### src/sv/spd_pkg.sv
// shared types, constants and crc function for the servo packet deframer
`default_nettype none

package spd_pkg;

  // default largest payload in bytes (instruction plus parameters)
  localparam int MAX_PAYLOAD_DEF = 1024;

  // crc-16 generator polynomial, msb first
  localparam logic [15:0] CRC_POLY = 16'h8005;

  // header and id codes
  localparam logic [7:0] HDR_FF   = 8'hFF;
  localparam logic [7:0] HDR_FD   = 8'hFD;
  localparam logic [7:0] HDR_RSV  = 8'h00;
  localparam logic [7:0] ID_MAX   = 8'd252;
  localparam logic [7:0] ID_BCAST = 8'hFE;

  // register map
  localparam logic CFG_IDX_DEVICE_ID = 1'b0;
  localparam logic [7:0] DEVICE_ID_RST = 8'd1;

  // parser states
  typedef enum logic [3:0] {
    ST_HDR1    = 4'd0,
    ST_HDR2    = 4'd1,
    ST_HDR3    = 4'd2,
    ST_RSV     = 4'd3,
    ST_ID      = 4'd4,
    ST_LEN_LO  = 4'd5,
    ST_LEN_HI  = 4'd6,
    ST_PAYLOAD = 4'd7,
    ST_CRC_LO  = 4'd8,
    ST_CRC_HI  = 4'd9
  } parse_state_e;

  // result word kinds
  typedef enum logic [1:0] {
    KIND_PAYLOAD    = 2'd0,
    KIND_GOOD_ME    = 2'd1,
    KIND_GOOD_OTHER = 2'd2,
    KIND_CRC_ERR    = 2'd3
  } kind_e;

  // one result word
  typedef struct packed {
    kind_e       kind;
    logic [7:0]  payload_byte;
    logic [9:0]  payload_index;
    logic [7:0]  packet_id;
    logic [7:0]  crc_fail_count;
    logic        end_of_packet;
  } result_t;

  // one byte through the crc, msb first, eight shift steps
  function automatic logic [15:0] crc16_feed(input logic [15:0] crc, input logic [7:0] b);
    logic [15:0] c;
    c = crc ^ {b, 8'h00};
    for (int k = 0; k < 8; k++) begin
      if (c[15]) begin
        c = {c[14:0], 1'b0} ^ CRC_POLY;
      end else begin
        c = {c[14:0], 1'b0};
      end
    end
    return c;
  endfunction

  // crc over the canonical header ff ff fd 00 from a zero seed
  localparam logic [15:0] CRC_HDR =
    crc16_feed(crc16_feed(crc16_feed(crc16_feed(16'h0000, HDR_FF), HDR_FF), HDR_FD), HDR_RSV);

endpackage

`default_nettype wire

### src/sv/spd_crc_byte.sv
// one-byte crc-16 update step
`default_nettype none

module spd_crc_byte
  import spd_pkg::*;
(
  input  wire logic [15:0] crc_i,
  input  wire logic [7:0]  byte_i,
  output logic      [15:0] crc_o
);

  // table-free byte step, eight xor stages on a 16-bit value
  always_comb begin
    crc_o = crc16_feed(crc_i, byte_i);
  end

endmodule

`default_nettype wire

### src/sv/spd_parser.sv
// header hunt, length check, payload pass-through and crc verdict
`default_nettype none

module spd_parser
  import spd_pkg::*;
#(
  parameter int MAX_PAYLOAD = MAX_PAYLOAD_DEF
) (
  input  wire logic       clk_i,
  input  wire logic       rst_ni,
  input  wire logic       step_i,
  input  wire logic [7:0] byte_i,
  input  wire logic [7:0] device_id_i,
  output logic            res_valid_o,
  output result_t         res_o
);

  localparam int RemW = $clog2(MAX_PAYLOAD + 1);
  localparam logic [15:0] MaxLen = 16'(MAX_PAYLOAD);

  parse_state_e state_q, state_d;
  logic [15:0]     crc_q, crc_d;
  logic [RemW-1:0] rem_q, rem_d;
  logic [7:0]      len_lo_q, len_lo_d;
  logic [7:0]      pkt_id_q, pkt_id_d;
  logic [7:0]      crc_lo_q, crc_lo_d;
  logic [9:0]      pos_q, pos_d;
  logic [7:0]      fail_q, fail_d;

  logic [15:0] crc_next;
  logic [15:0] len;
  logic [15:0] len_pay;
  logic        len_ok;
  logic [15:0] rx_crc;

  // crc of the current byte over the running value
  spd_crc_byte u_crc (
    .crc_i  (crc_q),
    .byte_i (byte_i),
    .crc_o  (crc_next)
  );

  assign len     = {byte_i, len_lo_q};
  assign len_pay = len - 16'd2;
  assign len_ok  = (len >= 16'd2) && (len_pay <= MaxLen);
  assign rx_crc  = {byte_i, crc_lo_q};

  // next state and result word
  always_comb begin
    state_d  = state_q;
    crc_d    = crc_q;
    rem_d    = rem_q;
    len_lo_d = len_lo_q;
    pkt_id_d = pkt_id_q;
    crc_lo_d = crc_lo_q;
    pos_d    = pos_q;
    fail_d   = fail_q;

    res_valid_o          = 1'b0;
    res_o.kind           = KIND_PAYLOAD;
    res_o.payload_byte   = 8'h00;
    res_o.payload_index  = 10'd0;
    res_o.packet_id      = pkt_id_q;
    res_o.crc_fail_count = fail_q;
    res_o.end_of_packet  = 1'b0;

    case (state_q)
      ST_HDR1: begin
        if (byte_i == HDR_FF) state_d = ST_HDR2;
      end
      ST_HDR2: begin
        if (byte_i == HDR_FF) begin
          state_d = ST_HDR3;
        end else if (byte_i == HDR_FD) begin
          state_d = ST_RSV;
        end else begin
          state_d = ST_HDR1;
        end
      end
      ST_HDR3: begin
        state_d = (byte_i == HDR_FD) ? ST_RSV : ST_HDR1;
      end
      ST_RSV: begin
        if (byte_i == HDR_RSV) begin
          crc_d   = CRC_HDR;
          state_d = ST_ID;
        end else begin
          state_d = ST_HDR1;
        end
      end
      ST_ID: begin
        if (byte_i <= ID_MAX || byte_i == ID_BCAST) begin
          pkt_id_d = byte_i;
          crc_d    = crc_next;
          state_d  = ST_LEN_LO;
        end else begin
          state_d = ST_HDR1;
        end
      end
      ST_LEN_LO: begin
        len_lo_d = byte_i;
        crc_d    = crc_next;
        state_d  = ST_LEN_HI;
      end
      ST_LEN_HI: begin
        crc_d = crc_next;
        if (!len_ok) begin
          state_d = ST_HDR1;
        end else begin
          rem_d   = RemW'(len_pay);
          pos_d   = 10'd0;
          state_d = (len_pay != 16'd0) ? ST_PAYLOAD : ST_CRC_LO;
        end
      end
      ST_PAYLOAD: begin
        crc_d               = crc_next;
        res_valid_o         = 1'b1;
        res_o.payload_byte  = byte_i;
        res_o.payload_index = pos_q;
        pos_d               = pos_q + 10'd1;
        rem_d               = rem_q - RemW'(1);
        if (rem_q == RemW'(1)) state_d = ST_CRC_LO;
      end
      ST_CRC_LO: begin
        crc_lo_d = byte_i;
        state_d  = ST_CRC_HI;
      end
      ST_CRC_HI: begin
        res_valid_o         = 1'b1;
        res_o.end_of_packet = 1'b1;
        if (rx_crc == crc_q) begin
          res_o.kind = (pkt_id_q == device_id_i || pkt_id_q == ID_BCAST) ?
                       KIND_GOOD_ME : KIND_GOOD_OTHER;
        end else begin
          fail_d               = fail_q + 8'd1;
          res_o.kind           = KIND_CRC_ERR;
          res_o.crc_fail_count = fail_q + 8'd1;
        end
        state_d = ST_HDR1;
        crc_d   = 16'h0000;
      end
      default: begin
        state_d = ST_HDR1;
      end
    endcase
  end

  // parser state, updated once per consumed byte
  always_ff @(posedge clk_i or negedge rst_ni) begin
    if (!rst_ni) begin
      state_q  <= ST_HDR1;
      crc_q    <= 16'h0000;
      rem_q    <= '0;
      len_lo_q <= 8'h00;
      pkt_id_q <= 8'h00;
      crc_lo_q <= 8'h00;
      pos_q    <= 10'd0;
      fail_q   <= 8'h00;
    end else if (step_i) begin
      state_q  <= state_d;
      crc_q    <= crc_d;
      rem_q    <= rem_d;
      len_lo_q <= len_lo_d;
      pkt_id_q <= pkt_id_d;
      crc_lo_q <= crc_lo_d;
      pos_q    <= pos_d;
      fail_q   <= fail_d;
    end
  end

  // results only come from payload bytes and the second crc byte
  a_res_state: assert property (@(posedge clk_i) disable iff (!rst_ni)
    res_valid_o |-> (state_q == ST_PAYLOAD || state_q == ST_CRC_HI))
    else $error("result outside payload or verdict state");

  // payload state always has bytes left to take
  a_rem_nonzero: assert property (@(posedge clk_i) disable iff (!rst_ni)
    state_q == ST_PAYLOAD |-> rem_q != '0)
    else $error("payload state with nothing remaining");

  // verdict returns to the hunt
  a_verdict_hunt: assert property (@(posedge clk_i) disable iff (!rst_ni)
    (step_i && state_q == ST_CRC_HI) |=> state_q == ST_HDR1)
    else $error("no return to header hunt after verdict");

  // fail counter moves only on a verdict
  a_fail_stable: assert property (@(posedge clk_i) disable iff (!rst_ni)
    !(step_i && state_q == ST_CRC_HI) |=> $stable(fail_q))
    else $error("fail counter moved outside a verdict");

endmodule

`default_nettype wire

### src/sv/servo_packet_deframer_crc16.sv
// top level: apb register, input byte register, parser and output word register
//
// Servo bus packet deframer. Takes one received serial byte per cycle on the
// slave stream, hunts for the header FF FF FD 00 (or FF FD 00), checks the ID
// and length, passes each payload byte on as a word with tuser 0, and after the
// two CRC bytes emits one verdict word with tlast high: tuser 1 good and for
// this device (own ID or broadcast FE), 2 good but for another ID, 3 CRC error.
// The block sustains one byte per cycle while the output is not stalled; a
// result word passes from the input byte register through the single parser
// step into the output word register. While a result word waits on a stalled
// receiver, the held byte cannot move, so the input stalls too, even for bytes
// that make no word.
// device_id sits at byte address 0 of the APB port and resets to 1.
`default_nettype none

module servo_packet_deframer_crc16
  import spd_pkg::*;
#(
  parameter int MAX_PAYLOAD = MAX_PAYLOAD_DEF
) (
  input  wire logic        clk_i,
  input  wire logic        rst_ni,
  // apb register port
  input  wire logic        psel,
  input  wire logic        penable,
  input  wire logic        pwrite,
  input  wire logic [2:0]  paddr,
  input  wire logic [31:0] pwdata,
  output logic      [31:0] prdata,
  output logic             pready,
  // received bytes
  input  wire logic        s_axis_tvalid,
  output logic             s_axis_tready,
  input  wire logic [7:0]  s_axis_tdata,   // [7:0] rx_byte
  // result words
  output logic             m_axis_tvalid,
  input  wire logic        m_axis_tready,
  // [7:0] payload_byte, [17:8] payload_index, [25:18] packet_id,
  // [33:26] crc_fail_count, [39:34] zero
  output logic      [39:0] m_axis_tdata,
  output logic      [1:0]  m_axis_tuser,   // [1:0] kind
  output logic             m_axis_tlast    // end_of_packet
);

  logic [7:0] device_id_q;
  logic       in_valid_q;
  logic [7:0] in_byte_q;
  logic       out_valid_q;
  result_t    out_q;
  logic       advance;
  logic       res_valid;
  result_t    res;
  logic       cfg_wr;

  // register port
  assign pready = 1'b1;
  assign cfg_wr = psel && penable && pwrite && (paddr[2] == CFG_IDX_DEVICE_ID);
  assign prdata = (paddr[2] == CFG_IDX_DEVICE_ID) ? {24'h000000, device_id_q} : 32'h0;

  always_ff @(posedge clk_i or negedge rst_ni) begin
    if (!rst_ni) begin
      device_id_q <= DEVICE_ID_RST;
    end else if (cfg_wr) begin
      device_id_q <= pwdata[7:0];
    end
  end

  // pipeline control: the held byte moves when the output register has room
  assign advance       = in_valid_q && (!out_valid_q || m_axis_tready);
  assign s_axis_tready = !in_valid_q || advance;

  // input byte register
  always_ff @(posedge clk_i or negedge rst_ni) begin
    if (!rst_ni) begin
      in_valid_q <= 1'b0;
    end else if (s_axis_tvalid && s_axis_tready) begin
      in_valid_q <= 1'b1;
    end else if (advance) begin
      in_valid_q <= 1'b0;
    end
  end

  always_ff @(posedge clk_i) begin
    if (s_axis_tvalid && s_axis_tready) in_byte_q <= s_axis_tdata;
  end

  spd_parser #(
    .MAX_PAYLOAD (MAX_PAYLOAD)
  ) u_parser (
    .clk_i       (clk_i),
    .rst_ni      (rst_ni),
    .step_i      (advance),
    .byte_i      (in_byte_q),
    .device_id_i (device_id_q),
    .res_valid_o (res_valid),
    .res_o       (res)
  );

  // output word register
  always_ff @(posedge clk_i or negedge rst_ni) begin
    if (!rst_ni) begin
      out_valid_q <= 1'b0;
    end else if (advance && res_valid) begin
      out_valid_q <= 1'b1;
    end else if (m_axis_tready) begin
      out_valid_q <= 1'b0;
    end
  end

  always_ff @(posedge clk_i) begin
    if (advance && res_valid) out_q <= res;
  end

  assign m_axis_tvalid = out_valid_q;
  assign m_axis_tdata  = {6'b000000, out_q.crc_fail_count, out_q.packet_id,
                          out_q.payload_index, out_q.payload_byte};
  assign m_axis_tuser  = out_q.kind;
  assign m_axis_tlast  = out_q.end_of_packet;

endmodule

`default_nettype wire
### config.mk
export PLATFORM = sky130hd
export DESIGN_NAME = servo_packet_deframer_crc16
export DESIGN_NICKNAME = d
export VERILOG_FILES = /design/src/sv/spd_pkg.sv /design/src/sv/spd_crc_byte.sv /design/src/sv/spd_parser.sv /design/src/sv/servo_packet_deframer_crc16.sv
export SDC_FILE = /design/constraint.sdc
export NUM_CORES = 1
export LEC_CHECK = 0
export ABC_AREA = 1
export BUFFER_PORTS_ARGS = -buffer_cell sky130_fd_sc_hd__buf_4
export CAP_MARGIN = 20
export CELL_PAD_IN_SITES_DETAIL_PLACEMENT = 0
export CELL_PAD_IN_SITES_GLOBAL_PLACEMENT = 1
export CORE_MARGIN = 2
export CORE_UTILIZATION = 42
export CTS_CLUSTER_DIAMETER = 120
export DETAILED_ROUTE_END_ITERATION = 8
export HOLD_SLACK_MARGIN = 0.15
export PLACE_DENSITY_LB_ADDON = 0.1
export SYNTH_ARGS = -nofsm -noshare
export SYNTH_HDL_FRONTEND = slang
export SYNTH_HIERARCHICAL = 1
export SYNTH_SLANG_ARGS = --single-unit
### constraint.sdc
create_clock -name clk_i -period 4.1 [get_ports clk_i]
set_clock_uncertainty 0.05 [all_clocks]
set_input_delay 0 -clock clk_i [delete_from_list [all_inputs] [get_ports clk_i]]
set_output_delay 0 -clock clk_i [all_outputs]
set_load 0.01 [all_outputs]
==> results of run 1 <==
## through the flow
stage	hold WS [ns]	setup WS [ns]	cell area (um^2)	utilization
finish	0.250	1.35	8890	0.516
floorplan	-0.346	0.490	7500	-
global placement	0.0343	1.32	8000	0.464
CTS	0.239	1.29	8890	0.516
detailed placement	0.0295	1.30	8000	0.464
global route	0.236	1.01	8890	0.516
## routing by layer
metal | GRT usage | share of wire | wire, um
met4 | 0.0365 | 0.0067 | 117
met5 | 0 | 0 | 0
met2 | 0.313 | 0.46 | 8000
met1 | 0.283 | 0.50 | 8690
met3 | 0.0433 | 0.033 | 572
## worst max-delay path, stage by stage, from the launching register on
cell and delay [ns]:
dfrtp_1 0.47, inv_2 0.09, nor2_1 0.21, inv_2 0.09, nor3_4 0.45, inv_2 0.24
nand2_1 0.11, inv_1 0.08, nor2_4 0.39, buf_12 0.25
## worst paths after layout
check                                          start           endpoint  slack (ns)  cells past startpoint
max in group asynchronous                     rst_ni  u_parser/rem_q[7]        2.40                      4
min in group asynchronous                     rst_ni     device_id_q[4]        0.66                      3
worst min-delay path                 s_axis_tdata[5]       in_byte_q[5]        0.25                      2
worst min register to register  u_parser/pkt_id_q[3]   m_axis_tdata[21]        0.39                      0
worst max register to register   u_parser/state_q[0]    m_axis_tdata[0]        1.35                      9
worst max-delay path             u_parser/state_q[0]    m_axis_tdata[0]        1.35                      9
## synth_stat cells
master / n
o211ai_1: 4
nor2_2: 9
buf_2: 6
inv_1: 101
dfrtp_1: 82
xor2_1: 27
nand3_4: 3
nand4_1: 12
ha_1: 5
xor2_2: 1
buf_4: 36
inv_2: 9
edfxtp_1: 45
buf_6: 4
nor4_1: 6
nand3b_1: 1
buf_1: 2
a31oi_1: 2
o21ai_0: 74
a31oi_2: 1
nand2_1: 219
xnor2_1: 17
o21a_1: 1
a21boi_4: 1
o21ai_1: 24
nor3_1: 9
clkbuf_1: 9
nand2_4: 9
a21oi_1: 5
nand3_1: 57
nand3_2: 9
or2_2: 8
nor2_1: 80
conb_1: 2
nor2_4: 2
o41ai_1: 1
nor2_8: 1
nor3_4: 1
nor4_2: 2
nand2_2: 13
dfstp_2: 1
## sequential cells by signal (all words and copies together) (netlist names)
name / count
m_axis_tdata: 34
m_axis_tlast: 1
m_axis_tvalid: 1
u_parser/crc_lo_q: 8
u_parser/state_q: 4
u_parser/crc_q: 16
u_parser/pkt_id_q: 8
device_id_q: 8
in_valid_q: 1
in_byte_q: 8
m_axis_tuser: 2
u_parser/pos_q: 10
u_parser/len_lo_q: 8
u_parser/fail_q: 8
u_parser/rem_q: 11
## final cells by class
| cell class | count | area (um^2) | share of cell area |
|---|---|---|---|
| tap | 225 | 282 | 0.0317 |
| clock buffer | 19 | 433 | 0.0487 |
| multi-input combinational | 635 | 3280 | 0.369 |
| inverter | 110 | 413 | 0.0464 |
| clock inverter | 13 | 90.1 | 0.0101 |
| sequential | 128 | 3430 | 0.386 |
| timing repair buffer | 114 | 961 | 0.108 |
## cell usage in the layout, fill, tap and decap left out, drive strengths merged, types with 4 or more instances in the layout
cell type    instances
nor4                 8
nand2              241
xor2                28
nor3                10
xnor2               17
o211ai               4
ha                   5
dfrtp               82
dlygate4sd3         37
clkbuf              19
or2                  8
conb                31
inv                112
edfxtp              45
nor2                92
o21ai               98
a21oi                5
clkinv               9
nand3               69
buf                 77
nand4               12
## kinds of logic after synthesis
group,Yosys count,synth area share
other,2,0.00102
AO/OA/AOI/OAI,113,0.0819
AND/OR/NAND/NOR,441,0.282
flip-flops,128,0.464
XOR/XNOR,45,0.0543
buffers and inverters,167,0.108
adder cells (fa/ha/maj),5,0.00846
## power by group
group	switching [mW]	internal, mW
logic	0.190	0.134
registers	0.0402	1.35
clock network	0.561	0.770
total	0.792	2.25
==> run_results.csv, run 1 <==
group,metric,value,unit
floorplanning,start_util,0.429,
placement,io_buffers,70,
synth,synth_cell_type_count,41,
status,run_status,"completed",
clocking,ctsHtreeMaxLevel,4,
layout,diodes,0,
timing,hold_violations,0,
critical_path,crit_arrival,2.81,ns
detailed_routing,routed_wirelength,17400,um
placement,dp.cells,1175,
critical_path,cp-start-kind,"flip-flop",
synth,ys_warn_count,6,
timing,rsz0062_at_grt,"false",
floorplanning,pin_count,128,
global_routing,antenna_found_initial,0,
global_routing,grt_util_all_layers,0.198,
critical_path,critPathKind,"reg -> reg",
timing,fin_tns_setup,0,ns
worst_hold_path,hold_path_class,"in -> reg",
layout,fin_cells,1244,
floorplanning,dieArea,18700,um^2
clocking,path_clk_slew,0.06,ns
floorplanning,die_w,137,um
critical_path,endpoint_kind,"flip-flop",
floorplanning,core_area,17200,um^2
detailed_routing,routed_wire_length_per_instance,14.0,um
critical_path,required,4.15,ns
timing,slew_headroom,0.434,
job,drv_cap,0,
global_routing,first_global_vias,5578,
synth,synth.area.top_cells,"dfrtp_1, edfxtp_1, nand2_1",
timing,final_max_slew_viol_count,0,
pwr,leakage,4.17,nW
synth,synth_top_area_cell,"dfrtp_1",
global_routing,grt_max_degree,51,
synth,synth_cells,901,
timing,fin_crit_sh,0.672,
clocking,holdBufCountCts,37,
timing,fmax,0.363,GHz
layout,drive_gt1_frac,0.173,
pwr,powerDensity,342,nW/um^2
global_routing,grt_overflow,0,
layout,fin_nets,1061,
detailed_routing,drtIter0Drc,347,
timing,setup_viol,0,
clocking,clockRootBuffer,"clkbuf_16",
pwr,peakVddDrop,0.000264,V
detailed_routing,drc,0,
clocking,cts_resized,0,
synth,synthesis.area,7390,um^2
layout,area_growth,20.2,%
floorplanning,fp.dieH,137,um
synth,syn_avg_cell_area,8.21,um^2
synth,yosysSeqAreaShare,0.464,
layout,fillers,1645,
floorplanning,rows,48,
critical_path,cp_max_fo,27,
clocking,clock_latency,0.41,ns
detailed_routing,drt-vias-per-instance,4.75,
clocking,tritoncts,"done",
global_routing,grt_pass1_wl,28500,um
clocking,cts.sinks,128,
synth,synth_top_area_share,0.277,
synth,ys_ff_latch,128,
placement,finalWeightedCongestion,0.836,
detailed_routing,final_antenna_net_count,0,
placement,dp_hpwl,12400,um
timing,period_minus_slack,2.75,ns
detailed_routing,vias,5906,
clocking,cts_setup_buffers,0,
clocking,cts_buffer_depth,2,
timing,tightestPinTransition,0.846,ns
pwr,power,3.04,mW
detailed_routing,dr.pass1.iters,5,
clocking,cts_buffers,17,
(Power assumes the default switching activity.)
==> run 2: changes to the inputs <==
Settings changed: CORE_UTILIZATION 42 to 38.
Clock period 4.1 ns to 2.48 ns, I/O delays scaled along.
==> run 2 against run 1 <==
- maximum frequency up 22%
- clock-buffer cell count up 1
- critical endpoint is now u_parser/crc_q[3]
- first-iteration DRC count is 10% higher
- cell count rose by 5.9%
- wire length grew 4.1%
- die area increased by 10%
- core utilization down 2.7 points
==> run_results.csv, run 2 (synthesized netlist as in run 1, its figures left out) <==
group,metric,value,unit
floorplanning,core_area,19300,um^2
placement,dp_hpwl,13000,um
critical_path,timing.critical_path.cells,"buf_4 > xnor2_1 > nand3_2 > nand2_4 > nand2_4 > nand2_4 > nand2_2 > nand3_2 > nand2_4 > nand2_4 > nand2_4 > xor2_2 > o21ai_0 > a21oi_1",
detailed_routing,drt-vias-per-instance,4.60,
detailed_routing,dr.pass1.iters,5,
layout,fin_nets,1095,
critical_path,endpoint_kind,"flip-flop",
layout,final_common_cell,"nand2_1",
critical_path,critPathKind,"reg -> reg",
floorplanning,pin_count,128,
layout,fillers,1920,
layout,final_core_util,0.489,
critical_path,path_common_cell,"nand2_4",
pwr,powerDensity,611,nW/um^2
critical_path,cp-start-kind,"flip-flop",
global_routing,grt_max_degree,40,
layout,area_growth,27.3,%
pwr,leakage,4.41,nW
timing,fin_crit_sh,0.909,
global_routing,antenna_found_initial,0,
timing,setup_viol,0,
clocking,tritoncts,"done",
critical_path,cp_max_fo,4,
pwr,peakVddDrop,0.000422,V
timing,rsz0062_at_grt,"true",
placement,io_buffers,70,
timing,tightestPinTransition,0.594,ns
layout,largest_reg_flops,34,
layout,final_cell_mix,"nand2_1, buf_4, inv_1",
timing,final_max_slew_viol_count,0,
timing,timing.hold.ws,0.239,ns
status,run_status,"completed",
timing,hold_violations,0,
global_routing,grt_overflow,0,
clocking,cts.sinks,128,
detailed_routing,drc,0,
critical_path,critical_path.top_delay_family,"simple AND/OR/NAND/NOR gates",
clocking,cts_buffers,17,
critical_path,worstPathBufferInverterCount,1,
floorplanning,fp.dieH,143,um
global_routing,grt_util_all_layers,0.185,
layout,diodes,0,
floorplanning,rows,51,
detailed_routing,final_antenna_net_count,0,
layout,multiInputGateArea,3300,um^2
detailed_routing,vias,6059,
detailed_routing,routed_wire_length_per_instance,13.7,um
critical_path,max_stage_delay,0.41,ns
critical_path,required,2.72,ns
critical_path,worst_path_max_delay_cell,"edfxtp_1",
job,drv_cap,0,
timing,period_minus_slack,2.25,ns
clocking,path_clk_slew,0.06,ns
clocking,clockRootBuffer,"clkbuf_16",
detailed_routing,drtIter0Drc,382,
clocking,cts_buffer_depth,2,
timing,fmax,0.444,GHz
layout,regArea,3430,um^2
clocking,clock_latency,0.42,ns
critical_path,crit_arrival,2.49,ns
floorplanning,start_util,0.384,
floorplanning,dieArea,20600,um^2
clocking,ctsHtreeMaxLevel,4,
floorplanning,die_w,143,um
worst_hold_path,hold_path_class,"in -> reg",
layout,drive_gt1_frac,0.202,
global_routing,grt_pass1_wl,29400,um
global_routing,first_global_vias,5694,
placement,finalWeightedCongestion,0.803,
detailed_routing,routed_wirelength,18100,um
timing,slew_headroom,0.601,
-- run 2: cell type report --
cell class | instances | area share
Sequential cell | 128 | 0.364
Multi-Input combinational cell | 635 | 0.351
Timing Repair Buffer | 148 | 0.134
Clock buffer | 20 | 0.0474
Inverter | 110 | 0.0439
Tap cell | 265 | 0.0352
Clock inverter | 12 | 0.0245
-- run 2: timing repair --
| action | in CTS | in global routing |
|---|---|---|
| setup buffers | 0 | 0 |
| hold buffers | 39 | 0 |
| setup endpoints to repair | 0 | 25 |
| gates resized for setup | 0 | 3 |
| hold endpoints to repair | 100 | 0 |
-- run 2: metal layers --
metal	track usage	routed length, um	share of wire	up-vias
li1	-	-	-	3119
met1	0.249	8690	0.48	2812
met2	0.302	8540	0.47	113
met3	0.0337	564	0.031	15
met4	0.0619	297	0.016	0
met5	0	0	0	-
-- run 2: path summary, 6_finish.rpt --
path	startpoint	to	slack, ns	depth (start not counted)
max in group asynchronous	rst_ni	device_id_q[0]	1.39	4
worst min-delay path	s_axis_tdata[1]	in_byte_q[1]	0.24	2
worst max-delay path	in_byte_q[5]	u_parser/crc_q[3]	0.23	14
min in group asynchronous	rst_ni	u_parser/pos_q[2]	0.67	4
worst max register to register	in_byte_q[5]	u_parser/crc_q[3]	0.23	14
worst min register to register	u_parser/pkt_id_q[2]	m_axis_tdata[20]	0.41	0
-- run 2: power breakdown --
part / internal [mW] / total [mW] / switching, mW
sequential: 2.23 / 2.27 / 0.0383
combinational: 0.260 / 0.611 / 0.351
clock: 1.92 / 2.88 / 0.957
-- run 2: worst register-to-register path, stage by stage (launching register included) --
cell      delay, ns
edfxtp_1       0.41
buf_4          0.19
xnor2_1        0.28
nand3_2        0.17
nand2_4        0.11
nand2_4        0.07
nand2_4        0.09
nand2_2        0.05
nand3_2        0.10
nand2_4        0.07
nand2_4        0.08
nand2_4        0.06
xor2_2         0.14
o21ai_0        0.17
a21oi_1        0.08
-- run 2: through the flow --
stage                     worst slack (ns)  setup TNS, ns  cell area [um^2]  total power, mW  instances
after CTS                           0.0941              0              9400             5.82       1318
after global routing              -0.00981        -0.0141              9420             5.99       1318
after global placement               0.142              0              8310             2.85       1247
final                                0.226              0              9420             5.75       1318
after floorplan                    0.00814              0              7510             2.67        930
after detailed placement             0.112              0              8310             2.85       1247
